<file path="src/sv/http_request_byte_parser_defines.svh">
// ---------------------------------------------------------------------------
// HTTP request byte parser: assertion macros
// Concurrent assertion wrappers, compiled out for synthesis.
// ---------------------------------------------------------------------------
`ifndef HTTP_REQUEST_BYTE_PARSER_DEFINES_SVH
`define HTTP_REQUEST_BYTE_PARSER_DEFINES_SVH

`ifndef SYNTHESIS

`define HRBP_ASSERT(label, clk, rstn, prop) \
    label: assert property (@(posedge clk) disable iff (!(rstn)) (prop)) \
        else $error("assertion failed");

`define HRBP_ASSERT_ALWAYS(label, clk, prop) \
    label: assert property (@(posedge clk) (prop)) \
        else $error("assertion failed");

`else

`define HRBP_ASSERT(label, clk, rstn, prop)

`define HRBP_ASSERT_ALWAYS(label, clk, prop)

`endif

`endif

</file>
<file path="src/sv/hrbp_pkg.sv">
`timescale 1ns / 1ps
// ---------------------------------------------------------------------------
// hrbp_pkg
// Shared types, codes and helper functions of the HTTP request byte parser.
// ---------------------------------------------------------------------------
package hrbp_pkg;

    localparam int POSITION_WIDTH_DEFAULT     = 20;
    localparam int LENGTH_WIDTH_DEFAULT       = 31;
    localparam int HEADER_COUNT_WIDTH_DEFAULT = 8;

    localparam logic [7:0] KEEP_LIMIT_RESET = 8'd15;

    localparam int CFG_ADDR_W = 2;
    localparam logic [CFG_ADDR_W-1:0] CFG_METHOD_LIMIT  = 2'd0;
    localparam logic [CFG_ADDR_W-1:0] CFG_VERSION_LIMIT = 2'd1;

    localparam int PART_W = 3;
    localparam logic [PART_W-1:0] PART_IGNORED = 3'd0;
    localparam logic [PART_W-1:0] PART_METHOD  = 3'd1;
    localparam logic [PART_W-1:0] PART_PATH    = 3'd2;
    localparam logic [PART_W-1:0] PART_VERSION = 3'd3;
    localparam logic [PART_W-1:0] PART_NAME    = 3'd4;
    localparam logic [PART_W-1:0] PART_VALUE   = 3'd5;
    localparam logic [PART_W-1:0] PART_BODY    = 3'd6;
    localparam logic [PART_W-1:0] PART_DELIM   = 3'd7;

    localparam int PH_W = 4;
    localparam logic [PH_W-1:0] PH_METHOD     = 4'd0;
    localparam logic [PH_W-1:0] PH_PATH       = 4'd1;
    localparam logic [PH_W-1:0] PH_VERSION    = 4'd2;
    localparam logic [PH_W-1:0] PH_LINE_START = 4'd3;
    localparam logic [PH_W-1:0] PH_NAME       = 4'd4;
    localparam logic [PH_W-1:0] PH_SKIP       = 4'd5;
    localparam logic [PH_W-1:0] PH_VALUE      = 4'd6;
    localparam logic [PH_W-1:0] PH_BODY       = 4'd7;
    localparam logic [PH_W-1:0] PH_COMPLETE   = 4'd8;

    localparam int NUM_W = 2;
    localparam logic [NUM_W-1:0] NUM_START   = 2'd0;
    localparam logic [NUM_W-1:0] NUM_DIGITS  = 2'd1;
    localparam logic [NUM_W-1:0] NUM_STOPPED = 2'd2;

    localparam int NAME_IDX_W = 4;
    localparam logic [NAME_IDX_W-1:0] NAME_LEN = 4'd14;

    localparam logic [7:0] CHAR_NUL   = 8'h00;
    localparam logic [7:0] CHAR_HT    = 8'h09;
    localparam logic [7:0] CHAR_LF    = 8'h0A;
    localparam logic [7:0] CHAR_CR    = 8'h0D;
    localparam logic [7:0] CHAR_SPACE = 8'h20;
    localparam logic [7:0] CHAR_PLUS  = 8'h2B;
    localparam logic [7:0] CHAR_MINUS = 8'h2D;
    localparam logic [7:0] CHAR_ZERO  = 8'h30;
    localparam logic [7:0] CHAR_NINE  = 8'h39;
    localparam logic [7:0] CHAR_COLON = 8'h3A;
    localparam logic [7:0] CHAR_UPPER_A = 8'h41;
    localparam logic [7:0] CHAR_UPPER_Z = 8'h5A;
    localparam logic [7:0] CASE_OFFSET  = 8'h20;

    typedef struct packed {
        logic       clear;
        logic       feed;
        logic [7:0] data;
    } num_ctrl_t;

    function automatic logic is_ws(input logic [7:0] c);
        return (c == CHAR_SPACE) || ((c >= CHAR_HT) && (c <= CHAR_CR));
    endfunction

    function automatic logic [7:0] to_lower(input logic [7:0] c);
        return ((c >= CHAR_UPPER_A) && (c <= CHAR_UPPER_Z)) ? c + CASE_OFFSET : c;
    endfunction

    // lower-case "content-length"
    function automatic logic [7:0] name_char(input logic [NAME_IDX_W-1:0] idx);
        logic [7:0] ch;
        unique case (idx)
            4'd0:    ch = "c";
            4'd1:    ch = "o";
            4'd2:    ch = "n";
            4'd3:    ch = "t";
            4'd4:    ch = "e";
            4'd5:    ch = "n";
            4'd6:    ch = "t";
            4'd7:    ch = "-";
            4'd8:    ch = "l";
            4'd9:    ch = "e";
            4'd10:   ch = "n";
            4'd11:   ch = "g";
            4'd12:   ch = "t";
            4'd13:   ch = "h";
            default: ch = CHAR_NUL;
        endcase
        return ch;
    endfunction

endpackage

</file>
<file path="src/sv/hrbp_number.sv">
`timescale 1ns / 1ps
// ---------------------------------------------------------------------------
// hrbp_number
// Decimal value parser for a header value: optional sign, digits, saturation.
// ---------------------------------------------------------------------------
module hrbp_number #(
    parameter int LENGTH_WIDTH = hrbp_pkg::LENGTH_WIDTH_DEFAULT
) (
    input  logic                    aclk,
    input  logic                    aresetn,
    input  hrbp_pkg::num_ctrl_t     ctrl,
    output logic [LENGTH_WIDTH-1:0] value
);

    localparam int SUM_W = LENGTH_WIDTH + 4;
    localparam logic [LENGTH_WIDTH-1:0] LEN_MAX = {LENGTH_WIDTH{1'b1}};

    logic [hrbp_pkg::NUM_W-1:0] mode_reg, mode_next;
    logic                       neg_reg, neg_next;
    logic [LENGTH_WIDTH-1:0]    acc_reg, acc_next;

    logic                       is_digit;
    logic [3:0]                 digit;
    logic [SUM_W-1:0]           sum;
    logic [LENGTH_WIDTH-1:0]    acc_step;

    assign is_digit = (ctrl.data >= hrbp_pkg::CHAR_ZERO) && (ctrl.data <= hrbp_pkg::CHAR_NINE);
    assign digit    = 4'(ctrl.data - hrbp_pkg::CHAR_ZERO);
    assign sum      = (SUM_W'(acc_reg) << 3) + (SUM_W'(acc_reg) << 1) + SUM_W'(digit);
    assign acc_step = (sum > SUM_W'(LEN_MAX)) ? LEN_MAX : sum[LENGTH_WIDTH-1:0];

    always_comb begin
        mode_next = mode_reg;
        neg_next  = neg_reg;
        acc_next  = acc_reg;
        if (ctrl.clear) begin
            mode_next = hrbp_pkg::NUM_START;
            neg_next  = 1'b0;
            acc_next  = '0;
        end else if (ctrl.feed) begin
            unique case (mode_reg)
                hrbp_pkg::NUM_START: begin
                    if (hrbp_pkg::is_ws(ctrl.data)) begin
                        mode_next = mode_reg;
                    end else if (ctrl.data == hrbp_pkg::CHAR_PLUS) begin
                        mode_next = hrbp_pkg::NUM_DIGITS;
                    end else if (ctrl.data == hrbp_pkg::CHAR_MINUS) begin
                        mode_next = hrbp_pkg::NUM_DIGITS;
                        neg_next  = 1'b1;
                    end else if (is_digit) begin
                        mode_next = hrbp_pkg::NUM_DIGITS;
                        acc_next  = acc_step;
                    end else begin
                        mode_next = hrbp_pkg::NUM_STOPPED;
                    end
                end
                hrbp_pkg::NUM_DIGITS: begin
                    if (is_digit) begin
                        acc_next = acc_step;
                    end else begin
                        mode_next = hrbp_pkg::NUM_STOPPED;
                    end
                end
                default: begin
                    mode_next = mode_reg;
                end
            endcase
        end
    end

    always_ff @(posedge aclk) begin
        if (!aresetn) begin
            mode_reg <= hrbp_pkg::NUM_START;
            neg_reg  <= 1'b0;
            acc_reg  <= '0;
        end else begin
            mode_reg <= mode_next;
            neg_reg  <= neg_next;
            acc_reg  <= acc_next;
        end
    end

    assign value = neg_reg ? '0 : acc_reg;

endmodule

</file>
<file path="src/sv/http_request_byte_parser.sv">
`timescale 1ns / 1ps
// Flow: an accepted byte is held in the input register and parsed into the output register,
// provided the output register is free or being read; otherwise it waits in the input register.
// Throughput: one byte per cycle while m_tready does not stall; the parser state updates once per byte.
// Reset: synchronous, active low; clears all parser state, empties both registers and
// returns both keep limits to 15.
// ---------------------------------------------------------------------------
// http_request_byte_parser
// Tags each byte of a raw HTTP request with its part, position and header
// number, and tracks Content-Length and the body countdown.
// ---------------------------------------------------------------------------
`include "http_request_byte_parser_defines.svh"

module http_request_byte_parser #(
    parameter int POSITION_WIDTH     = hrbp_pkg::POSITION_WIDTH_DEFAULT,
    parameter int LENGTH_WIDTH       = hrbp_pkg::LENGTH_WIDTH_DEFAULT,
    parameter int HEADER_COUNT_WIDTH = hrbp_pkg::HEADER_COUNT_WIDTH_DEFAULT,
    localparam int PAYLOAD_W = 8 + POSITION_WIDTH + HEADER_COUNT_WIDTH + 1 + LENGTH_WIDTH + 1,
    localparam int M_DATA_W  = ((PAYLOAD_W + 7) / 8) * 8
) (
    input  logic                            aclk,
    input  logic                            aresetn,
    // configuration
    input  logic                            cfg_wr_en,
    input  logic [hrbp_pkg::CFG_ADDR_W-1:0] cfg_addr,
    input  logic [7:0]                      cfg_wdata,
    // input stream
    input  logic                            s_tvalid,
    output logic                            s_tready,
    input  logic [7:0]                      s_tdata,  // data_byte
    input  logic                            s_tlast,  // end_of_request
    // result stream
    output logic                            m_tvalid,
    input  logic                            m_tready,
    // byte_echo, position, header_number, stored, body_length, request_complete
    output logic [M_DATA_W-1:0]             m_tdata,
    output logic [hrbp_pkg::PART_W-1:0]     m_tuser,  // part
    output logic                            m_tlast   // request_done
);

    localparam logic [POSITION_WIDTH-1:0] POS_ONE = POSITION_WIDTH'(1);

    // configuration registers
    logic [7:0] method_limit_reg;
    logic [7:0] version_limit_reg;

    // input register
    logic       in_valid_reg;
    logic [7:0] in_byte_reg;
    logic       in_last_reg;

    // parser state
    logic [hrbp_pkg::PH_W-1:0]       ph_reg, ph_next;
    logic                            pend_reg, pend_next;
    logic [POSITION_WIDTH-1:0]       tok_reg, tok_next;
    logic [HEADER_COUNT_WIDTH-1:0]   hdr_reg, hdr_next;
    logic [hrbp_pkg::NAME_IDX_W-1:0] idx_reg, idx_next;
    logic                            still_reg, still_next;
    logic                            vil_reg, vil_next;
    logic [LENGTH_WIDTH-1:0]         cl_reg, cl_next;
    logic [LENGTH_WIDTH-1:0]         rem_reg, rem_next;

    // output register
    logic                          out_valid_reg;
    logic [7:0]                    out_byte_reg;
    logic [hrbp_pkg::PART_W-1:0]   out_part_reg, out_part_next;
    logic [POSITION_WIDTH-1:0]     out_pos_reg, out_pos_next;
    logic [HEADER_COUNT_WIDTH-1:0] out_hdr_reg, out_hdr_next;
    logic                          out_stored_reg, out_stored_next;
    logic [LENGTH_WIDTH-1:0]       out_len_reg, out_len_next;
    logic                          out_done_reg;
    logic                          out_cmpl_reg, out_cmpl_next;

    logic                      advance;
    logic [7:0]                c;
    logic                      done;
    logic                      line_end;
    logic                      sep;
    logic                      name_hit;
    logic                      name_hit_first;
    logic [POSITION_WIDTH-1:0] tok_inc;
    logic [LENGTH_WIDTH-1:0]   rem_dec;
    logic [LENGTH_WIDTH-1:0]   num_value;
    hrbp_pkg::num_ctrl_t       num_ctrl;

    assign advance  = in_valid_reg && (!out_valid_reg || m_tready);
    assign s_tready = !in_valid_reg || advance;

    assign c        = in_byte_reg;
    assign done     = in_last_reg || (c == hrbp_pkg::CHAR_NUL);
    assign line_end = (c == hrbp_pkg::CHAR_CR) || (c == hrbp_pkg::CHAR_LF);
    assign sep      = (c == hrbp_pkg::CHAR_COLON) || hrbp_pkg::is_ws(c);
    assign tok_inc  = (&tok_reg) ? tok_reg : tok_reg + POS_ONE;
    assign rem_dec  = (rem_reg != '0) ? rem_reg - LENGTH_WIDTH'(1) : rem_reg;

    assign name_hit = still_reg && (idx_reg < hrbp_pkg::NAME_LEN) &&
                      (hrbp_pkg::to_lower(c) == hrbp_pkg::name_char(idx_reg));
    assign name_hit_first = hrbp_pkg::to_lower(c) == hrbp_pkg::name_char('0);

    always_ff @(posedge aclk) begin
        if (!aresetn) begin
            method_limit_reg  <= hrbp_pkg::KEEP_LIMIT_RESET;
            version_limit_reg <= hrbp_pkg::KEEP_LIMIT_RESET;
        end else if (cfg_wr_en) begin
            unique case (cfg_addr)
                hrbp_pkg::CFG_METHOD_LIMIT:  method_limit_reg  <= cfg_wdata;
                hrbp_pkg::CFG_VERSION_LIMIT: version_limit_reg <= cfg_wdata;
                default: begin
                end
            endcase
        end
    end

    always_comb begin
        ph_next    = ph_reg;
        pend_next  = pend_reg;
        tok_next   = tok_reg;
        hdr_next   = hdr_reg;
        idx_next   = idx_reg;
        still_next = still_reg;
        vil_next   = vil_reg;
        cl_next    = cl_reg;
        rem_next   = rem_reg;

        out_part_next   = hrbp_pkg::PART_IGNORED;
        out_pos_next    = '0;
        out_stored_next = 1'b0;

        num_ctrl.clear = 1'b0;
        num_ctrl.feed  = 1'b0;
        num_ctrl.data  = c;

        if (c != hrbp_pkg::CHAR_NUL && pend_reg && c == hrbp_pkg::CHAR_LF) begin
            pend_next     = 1'b0;
            out_part_next = hrbp_pkg::PART_DELIM;
        end else if (c != hrbp_pkg::CHAR_NUL) begin
            pend_next = 1'b0;
            unique case (ph_reg)
                hrbp_pkg::PH_METHOD: begin
                    if (hrbp_pkg::is_ws(c)) begin
                        out_part_next = hrbp_pkg::PART_DELIM;
                        ph_next       = hrbp_pkg::PH_PATH;
                        tok_next      = '0;
                    end else begin
                        out_part_next   = hrbp_pkg::PART_METHOD;
                        out_pos_next    = tok_reg;
                        out_stored_next = tok_reg < POSITION_WIDTH'(method_limit_reg);
                        tok_next        = tok_inc;
                    end
                end
                hrbp_pkg::PH_PATH: begin
                    if (hrbp_pkg::is_ws(c)) begin
                        out_part_next = hrbp_pkg::PART_DELIM;
                        ph_next       = hrbp_pkg::PH_VERSION;
                        tok_next      = '0;
                    end else begin
                        out_part_next   = hrbp_pkg::PART_PATH;
                        out_pos_next    = tok_reg;
                        out_stored_next = 1'b1;
                        tok_next        = tok_inc;
                    end
                end
                hrbp_pkg::PH_VERSION: begin
                    if (line_end) begin
                        out_part_next = hrbp_pkg::PART_DELIM;
                        pend_next     = c == hrbp_pkg::CHAR_CR;
                        ph_next       = hrbp_pkg::PH_LINE_START;
                    end else begin
                        out_part_next   = hrbp_pkg::PART_VERSION;
                        out_pos_next    = tok_reg;
                        out_stored_next = tok_reg < POSITION_WIDTH'(version_limit_reg);
                        tok_next        = tok_inc;
                    end
                end
                hrbp_pkg::PH_LINE_START: begin
                    if (line_end) begin
                        out_part_next = hrbp_pkg::PART_DELIM;
                        pend_next     = c == hrbp_pkg::CHAR_CR;
                        if (cl_reg != '0) begin
                            ph_next  = hrbp_pkg::PH_BODY;
                            rem_next = cl_reg;
                            tok_next = '0;
                        end else begin
                            ph_next = hrbp_pkg::PH_COMPLETE;
                        end
                    end else begin
                        hdr_next       = (&hdr_reg) ? hdr_reg
                                                    : hdr_reg + HEADER_COUNT_WIDTH'(1);
                        idx_next       = '0;
                        still_next     = 1'b1;
                        vil_next       = 1'b0;
                        num_ctrl.clear = 1'b1;
                        tok_next       = '0;
                        if (sep) begin
                            out_part_next = hrbp_pkg::PART_DELIM;
                            ph_next       = hrbp_pkg::PH_SKIP;
                        end else begin
                            out_part_next   = hrbp_pkg::PART_NAME;
                            out_stored_next = 1'b1;
                            tok_next        = POS_ONE;
                            ph_next         = hrbp_pkg::PH_NAME;
                            if (name_hit_first) begin
                                idx_next = hrbp_pkg::NAME_IDX_W'(1);
                            end else begin
                                still_next = 1'b0;
                            end
                        end
                    end
                end
                hrbp_pkg::PH_NAME: begin
                    if (sep) begin
                        out_part_next = hrbp_pkg::PART_DELIM;
                        vil_next      = still_reg && (idx_reg == hrbp_pkg::NAME_LEN);
                        ph_next       = hrbp_pkg::PH_SKIP;
                    end else begin
                        out_part_next   = hrbp_pkg::PART_NAME;
                        out_pos_next    = tok_reg;
                        out_stored_next = 1'b1;
                        tok_next        = tok_inc;
                        if (name_hit) begin
                            idx_next = idx_reg + hrbp_pkg::NAME_IDX_W'(1);
                        end else begin
                            still_next = 1'b0;
                        end
                    end
                end
                hrbp_pkg::PH_SKIP: begin
                    if (sep) begin
                        out_part_next = hrbp_pkg::PART_DELIM;
                    end else begin
                        out_part_next   = hrbp_pkg::PART_VALUE;
                        out_stored_next = 1'b1;
                        tok_next        = POS_ONE;
                        ph_next         = hrbp_pkg::PH_VALUE;
                        num_ctrl.feed   = 1'b1;
                    end
                end
                hrbp_pkg::PH_VALUE: begin
                    if (line_end) begin
                        out_part_next = hrbp_pkg::PART_DELIM;
                        pend_next     = c == hrbp_pkg::CHAR_CR;
                        ph_next       = hrbp_pkg::PH_LINE_START;
                        if (vil_reg) begin
                            cl_next = num_value;
                        end
                    end else begin
                        out_part_next   = hrbp_pkg::PART_VALUE;
                        out_pos_next    = tok_reg;
                        out_stored_next = 1'b1;
                        tok_next        = tok_inc;
                        num_ctrl.feed   = 1'b1;
                    end
                end
                hrbp_pkg::PH_BODY: begin
                    out_part_next   = hrbp_pkg::PART_BODY;
                    out_pos_next    = tok_reg;
                    out_stored_next = 1'b1;
                    tok_next        = tok_inc;
                    rem_next        = rem_dec;
                    if (rem_dec == '0) begin
                        ph_next = hrbp_pkg::PH_COMPLETE;
                    end
                end
                default: begin
                    out_part_next = hrbp_pkg::PART_IGNORED;
                end
            endcase
        end

        out_hdr_next  = hdr_next;
        out_len_next  = cl_next;
        out_cmpl_next = ph_next == hrbp_pkg::PH_COMPLETE;

        // start over for the next request
        if (done) begin
            ph_next        = hrbp_pkg::PH_METHOD;
            pend_next      = 1'b0;
            tok_next       = '0;
            hdr_next       = '0;
            idx_next       = '0;
            still_next     = 1'b1;
            vil_next       = 1'b0;
            cl_next        = '0;
            rem_next       = '0;
            num_ctrl.clear = 1'b1;
        end

        if (!advance) begin
            num_ctrl.clear = 1'b0;
            num_ctrl.feed  = 1'b0;
        end
    end

    hrbp_number #(
        .LENGTH_WIDTH (LENGTH_WIDTH)
    ) u_number (
        .aclk    (aclk),
        .aresetn (aresetn),
        .ctrl    (num_ctrl),
        .value   (num_value)
    );

    always_ff @(posedge aclk) begin
        if (!aresetn) begin
            in_valid_reg <= 1'b0;
        end else if (s_tvalid && s_tready) begin
            in_valid_reg <= 1'b1;
        end else if (advance) begin
            in_valid_reg <= 1'b0;
        end
    end

    always_ff @(posedge aclk) begin
        if (s_tvalid && s_tready) begin
            in_byte_reg <= s_tdata;
            in_last_reg <= s_tlast;
        end
    end

    always_ff @(posedge aclk) begin
        if (!aresetn) begin
            ph_reg    <= hrbp_pkg::PH_METHOD;
            pend_reg  <= 1'b0;
            tok_reg   <= '0;
            hdr_reg   <= '0;
            idx_reg   <= '0;
            still_reg <= 1'b1;
            vil_reg   <= 1'b0;
            cl_reg    <= '0;
            rem_reg   <= '0;
        end else if (advance) begin
            ph_reg    <= ph_next;
            pend_reg  <= pend_next;
            tok_reg   <= tok_next;
            hdr_reg   <= hdr_next;
            idx_reg   <= idx_next;
            still_reg <= still_next;
            vil_reg   <= vil_next;
            cl_reg    <= cl_next;
            rem_reg   <= rem_next;
        end
    end

    always_ff @(posedge aclk) begin
        if (!aresetn) begin
            out_valid_reg <= 1'b0;
        end else if (advance) begin
            out_valid_reg <= 1'b1;
        end else if (m_tready) begin
            out_valid_reg <= 1'b0;
        end
    end

    always_ff @(posedge aclk) begin
        if (advance) begin
            out_byte_reg   <= c;
            out_part_reg   <= out_part_next;
            out_pos_reg    <= out_pos_next;
            out_hdr_reg    <= out_hdr_next;
            out_stored_reg <= out_stored_next;
            out_len_reg    <= out_len_next;
            out_done_reg   <= done;
            out_cmpl_reg   <= out_cmpl_next;
        end
    end

    assign m_tvalid = out_valid_reg;
    assign m_tuser  = out_part_reg;
    assign m_tlast  = out_done_reg;
    assign m_tdata  = M_DATA_W'({out_cmpl_reg, out_len_reg, out_stored_reg,
                                 out_hdr_reg, out_pos_reg, out_byte_reg});

    `HRBP_ASSERT(a_clear_after_done, aclk, aresetn,
        (advance && done) |=> (ph_reg == hrbp_pkg::PH_METHOD && hdr_reg == '0 && cl_reg == '0))
    `HRBP_ASSERT(a_body_countdown, aclk, aresetn,
        (ph_reg == hrbp_pkg::PH_BODY) |-> (rem_reg != '0 && rem_reg <= cl_reg))
    `HRBP_ASSERT(a_pending_lf_phase, aclk, aresetn,
        pend_reg |-> (ph_reg == hrbp_pkg::PH_LINE_START || ph_reg == hrbp_pkg::PH_BODY ||
                      ph_reg == hrbp_pkg::PH_COMPLETE))
    `HRBP_ASSERT(a_body_tag_source, aclk, aresetn,
        (advance && out_part_next == hrbp_pkg::PART_BODY) |-> (ph_reg == hrbp_pkg::PH_BODY))
    `HRBP_ASSERT_ALWAYS(a_reset_empties, aclk,
        !aresetn |=> (!m_tvalid && s_tready))

endmodule
</file>
<file path="config.mk">
export PLATFORM = sky130hd
export DESIGN_NAME = http_request_byte_parser
export DESIGN_NICKNAME = d
export VERILOG_FILES = /design/src/sv/hrbp_pkg.sv /design/src/sv/hrbp_number.sv /design/src/sv/http_request_byte_parser.sv
export VERILOG_INCLUDE_DIRS = /design/src /design/src/sv
export SDC_FILE = /design/constraint.sdc
export NUM_CORES = 1
export LEC_CHECK = 0
export BUFFER_PORTS_ARGS = -buffer_cell sky130_fd_sc_hd__buf_2
export CAP_MARGIN = 20
export CELL_PAD_IN_SITES_DETAIL_PLACEMENT = 1
export CELL_PAD_IN_SITES_GLOBAL_PLACEMENT = 2
export CORE_MARGIN = 5
export CORE_UTILIZATION = 34
export DETAILED_ROUTE_END_ITERATION = 7
export GPL_ROUTABILITY_DRIVEN = 0
export PLACE_DENSITY_LB_ADDON = 0.1
export SETUP_SLACK_MARGIN = 0.05
export SLEW_MARGIN = 20
export SYNTH_ARGS = -nofsm -noshare
export SYNTH_HDL_FRONTEND = slang
export SYNTH_HIERARCHICAL = 1
export SYNTH_SLANG_ARGS = --single-unit
export TNS_END_PERCENT = 10
</file>
<file path="constraint.sdc">
create_clock -name aclk -period 7.6 [get_ports aclk]
set_input_delay 0.38 -clock aclk [delete_from_list [all_inputs] [get_ports aclk]]
set_output_delay 0.38 -clock aclk [all_outputs]
set_load 0.01 [all_outputs]
</file>
# Word level (Yosys, flattened, before mapping)
# Memory sizes are Yosys's and may differ from the RTL's. A register that Yosys moved wholly into a read port is not among the register bits.
# Cells that the tools add are included.
# Widths: inputs -> output; s select.
word_totals:
  output_inout_bits: 78
  inputBits: 24
  register_bits: 235
  romBits: 112
  latchBits: 0
  mem_count: 1
  mem_bits_rw: 0
  wordCells: 255
memory_table:
  columns: ["name", "words", "width", "read_ports", "rd_clocked_by_memory_dff", "write_ports", "line", "text"]
  rows:
  - ["(no name shown)", 16, 7, 1, 1, 0, "hrbp_pkg.sv:78", "unique case (idx)"]
op_classes:
  eq_ne: 34
  muxes: 119
  add_sub_neg: 8
  div: 0
  n_reduce_logical: 53
  n_shift: 0
  magnitude_cmp: 10
  n_mul: 0
  bitwise: 4
op_table:
  columns: ["cell", "n"]
  rows:
  - ["$mux 31", 18]
  - ["$mux 20", 13]
  - ["$pmux 31 s2", 2]
  - ["$pmux 20 s6", 1]
  - ["$pmux 20 s4", 1]
  - ["$mux 4", 19]
  - ["$reduce_bool 31->1", 2]
  - ["$mux 8", 7]
  - ["$lt 20x8->1", 2]
  - ["$add 34x32->35", 1]
  - ["$add 35x4->35", 1]
  - ["$gt 35x31->1 const B", 1]
  - ["$mux 1", 34]
  - ["$eq 8x6->1 const B", 4]
  - ["$logic_not 31->1", 1]
  - ["$sub 31x1->31 const B", 1]
  - ["$pmux 4 s7", 1]
  - ["$ne 3x3->1 const B", 9]
  - ["$mux 2", 12]
  - ["$pmux 3 s8", 1]
  - ["$add 20x1->20 const B", 1]
  - ["$reduce_and 20->1", 1]
  - ["$eq 4x3->1 const B", 4]
  - ["$eq 8x4->1 const B", 2]
  - ["other kinds (43)", 89]

# Longest topological paths before layout
logic_depth:
  depth_word: 13
  mapped_depth: 14
  depth_no_buf: 13

# Hierarchy
# The synthesis kept the hierarchy.
by_module_without_submodules:
  columns: ["module", "cells_each", "seq_area_each_um2", "area_each_um2", "n_inst"]
  rows:
  - ["http_request_byte_parser", 1196, 4984.8, 11068.1, 1]
  - ["hrbp_number", 429, 680.7, 3753.6, 1]

# Least setup slack after synthesis
# Ideal clock, no wire load.
synth_timing:
  path_kind: "flip-flop to flip-flop"
  startpoint: "register out_valid_reg (netlist: m_tvalid)"
  endpoint: "register with a tool-made name"
  slack_ns: 3.157
  arrival_time_ns: 4.369
  stages_incl_launch_ff: 15
  required_ns: 7.526
  cell_sequence: "dfxtp_1 -> nor2b_1 -> nand2b_1 -> clkbuf_1 -> inv_1 -> o21ai_2 -> nor3_1 -> a31oi_1 -> a2bb2oi_1 -> nor2b_1 -> inv_1 -> ha_1 -> nand2_1 -> mux2_2 -> a31oi_1"
synth_lines:
  columns: ["item", "line", "text"]
  rows:
  - ["start, declared", "http_request_byte_parser.sv:64", "logic out_valid_reg;"]
  - ["start signal, assigned", "http_request_byte_parser.sv:346", "out_valid_reg <= 1'b0;"]
  - ["start signal, assigned", "http_request_byte_parser.sv:348", "out_valid_reg <= 1'b1;"]
  - ["start signal, assigned", "http_request_byte_parser.sv:350", "out_valid_reg <= 1'b0;"]

# Worst setup path in the final report
layout_timing:
  startpoint: "register in_byte_reg[3] (netlist: c[3])"
  endpoint: "register u_number.acc_reg[3]"
layout_via:
  elab_chain_len: 10
layout_rtl:
  columns: ["item", "line", "text"]
  rows:
  - ["start, declared", "http_request_byte_parser.sv:49", "logic [7:0] in_byte_reg;"]
  - ["start signal, assigned", "http_request_byte_parser.sv:315", "in_byte_reg <= s_tdata;"]
  - ["parallel branches: the longest is 10 deep, another holds $add 35x4->35", null, null]
  - ["end signal, assigned", "hrbp_number.sv:79", "acc_reg <= acc_next;"]
  - ["end, declared", "hrbp_number.sv:20", "logic [LENGTH_WIDTH-1:0] acc_reg, acc_next;"]
# Parallel ways; which one is timed is not known. The select of a mux whose other input is x is not followed.
# A chain may end at the register's enable or synchronous reset.

==> impl_metrics.json <==
{
  "crit_buf_inv": 1,
  "clk_pin_slew_ns": 0.06,
  "dr_total_vias": 12651,
  "wirelength_um": 48800,
  "crit_type": "flip-flop to flip-flop",
  "clock_skew_ns": 0.0285,
  "numCtsBuffers": 30,
  "whs_ns": 0.0327,
  "fp-row-count": 76,
  "timing.setup.tns_ns": 0,
  "io_buffers": 98,
  "die_y_um": 219,
  "tightest_slew_ns": 1.03,
  "placedCellCount": 2229,
  "ys_warn_count": 6,
  "path_cells": "inv_1 > fa_1 > fa_1 > nor2b_4 > o2111ai_4 > a2111oi_4 > o31ai_4 > a31oi_2 > mux2i_1 > nand4_2 > o221a_2",
  "power.density_mw_per_mm2": 174,
  "cp_max_fo": 31,
  "max-cap-violations": 0,
  "fin_util": 0.392,
  "io_pins": 102,
  "drc": 0,
  "met1_usage": 0.280,
  "yosysUniqueCellTypes": 109,
  "leakage_nw": 6.58,
  "wire_per_inst_um": 21.3,
  "cp_slowest_cell": "edfxtp_1",
  "drtIter0Drc": 674,
  "met3_usage": 0.0240,
  "crit_family": "compound AO/OA/AOI/OAI gates",
  "coreArea_mm2": 0.0431,
  "worst_path_most_repeated_cell": "fa_1",
  "syn_to_final_growth_pct": 13.9,
  "critPathRequiredTime_ns": 8.06,
  "async_flop_share": 0,
  "initial_utilization": 0.344,
  "finalHoldViolCount": 0,
  "multi_input_area_mm2": 0.00862,
  "regArea_mm2": 0.00567,
  "grt_pass1_vias": 12961,
  "crit_arrival_ns": 5.47,
  "dieArea_mm2": 0.0479,
  "grt_max_degree": 78,
  "cts_tree": "yes",
  "root_buffer": "clkbuf_16",
  "setup_viol": 0,
  "antenna_found_initial": 1,
  "gr-total-overflow": 0,
  "yosys_register_bits": 242,
  "synth_cells": 1625,
  "period_share": 0.660,
  "cts_sinks": 242,
  "worstSetupStartpointType": "flip-flop",
  "ir_drop_mv": 0.157,
  "clock_latency_ns": 0.58,
  "synth_area_mm2": 0.0148,
  "grt_pass1_wl_um": 76300,
  "cts_resized": 0,
  "synth_top_area_cell": "dfxtp_1",
  "layout.nets": 1800,
  "crit_path_max_incr_delay_ns": 0.80,
  "yosysMostFrequentCell": "dfxtp_1",
  "synth_ff_type": "dfxtp_1",
  "relSlewSlack": 0.292,
  "netlist_top_cells_area": "dfxtp_1, edfxtp_1, ha_1",
  "synth-edff-count": 82,
  "ys_seq_area_frac": 0.382,
  "top_usage_layer": "met2",
  "avgSynthCellArea_um2": 9.12,
  "drive_above_1_share": 0.146,
  "run_status": "finished clean",
  "rsz0062_at_grt": "false",
  "n_fill_cell": 5033,
  "end_kind": "flip-flop",
  "ctsLongestPathBuffers": 3,
  "cts_max_level": 1,
  "drv_slew": 0,
  "finalNonFillerCells": 2295,
  "die_x_um": 219,
  "dpl.hpwl_um": 35500,
  "hold_path.class": "input pin to flip-flop",
  "met2_usage": 0.331,
  "synth_top_area_frac": 0.216,
  "min_period_ns": 5.02,
  "synthTopCellsByCount": "dfxtp_1, nand2_1, nor2_1",
  "timing.fmax_mhz": 199,
  "vias_per_cell": 5.51,
  "first_pass_iters": 5,
  "gr-usage-all-layers": 0.199,
  "final_antenna_net_count": 0
}
through the flow:
step                area [µm²]  power [mW]  worst slack (ns)
CTS                      16800        2.98              2.57
finish                   16900        2.94              2.58
floorplan                14800        1.48              3.16
detailed placement       15800        1.55              2.56
global placement         15800        1.54              2.72
global route             16900        3.06              2.17
power breakdown:
part / leakage (nW) / switching, mW / total, mW / internal [mW]
clock: 0.463 / 0.586 / 1.42 / 0.832
combinational: 4.09 / 0.0917 / 0.139 / 0.0476
sequential: 2.03 / 0.0204 / 1.38 / 1.36
total: 6.58 / 0.698 / 2.94 / 2.24
cell type report:
| type | instances | area share |
|---|---|---|
| flip-flops and latches | 242 | 0.336 |
| inverters | 52 | 0.0116 |
| clock inverters | 16 | 0.00845 |
| clock buffers | 39 | 0.0490 |
| diodes | 1 | 0.000148 |
| well taps | 585 | 0.0433 |
| multi-input cells | 1241 | 0.510 |
| repair buffers | 119 | 0.0415 |
metal layers:
layer  share of wire  vias to the layer above
met3           0.033                       53
met4           0.019                        0
met5               0                        -
met1            0.49                     6300
li1                -                     6121
met2            0.46                      177
logic make-up (layout without fill, tap and decap cells):
kind of cell	count (synthesis)	after routing	synth area share
AOI/OAI and AO/OA	413	413	0.199
adders and majority gates	90	90	0.0770
buffers and inverters	144	226	0.0403
muxes	48	48	0.0355
and+or+nand+nor	636	636	0.235
xor gates and xnor gates	51	51	0.0301
other	1	4	0.000253
DFF	242	242	0.382
repair_timing:
action	4_1_cts	5_1_grt
endpoints found under the setup margin	0	0
setup buffers	0	0
endpoints found under the hold margin	8	0
hold buffers	8	0
cell usage in the layout (no fill, tap or decap), types with 50 or more instances in the layout:
master    count
inv_1        50
a22oi_1      55
nor2b_1     107
a21oi_1      78
nor2_1      108
buf_2        98
nand2_1     118
ha_1         88
dfxtp_1     160
o21ai_0     104
edfxtp_1     82
worst paths after layout:
kind / slack (ns) / cells after the start / endpoint / startpoint
setup / recovery: 2.58 / 11 / u_number/acc_reg[3] / c[3]
setup reg to reg: 2.58 / 11 / u_number/acc_reg[3] / c[3]
hold / removal: 0.03 / 1 / c[2] / s_tdata[2]
hold reg to reg: 0.48 / 2 / version_limit_reg[0] / version_limit_reg[0]
(Power assumes the default switching activity.)
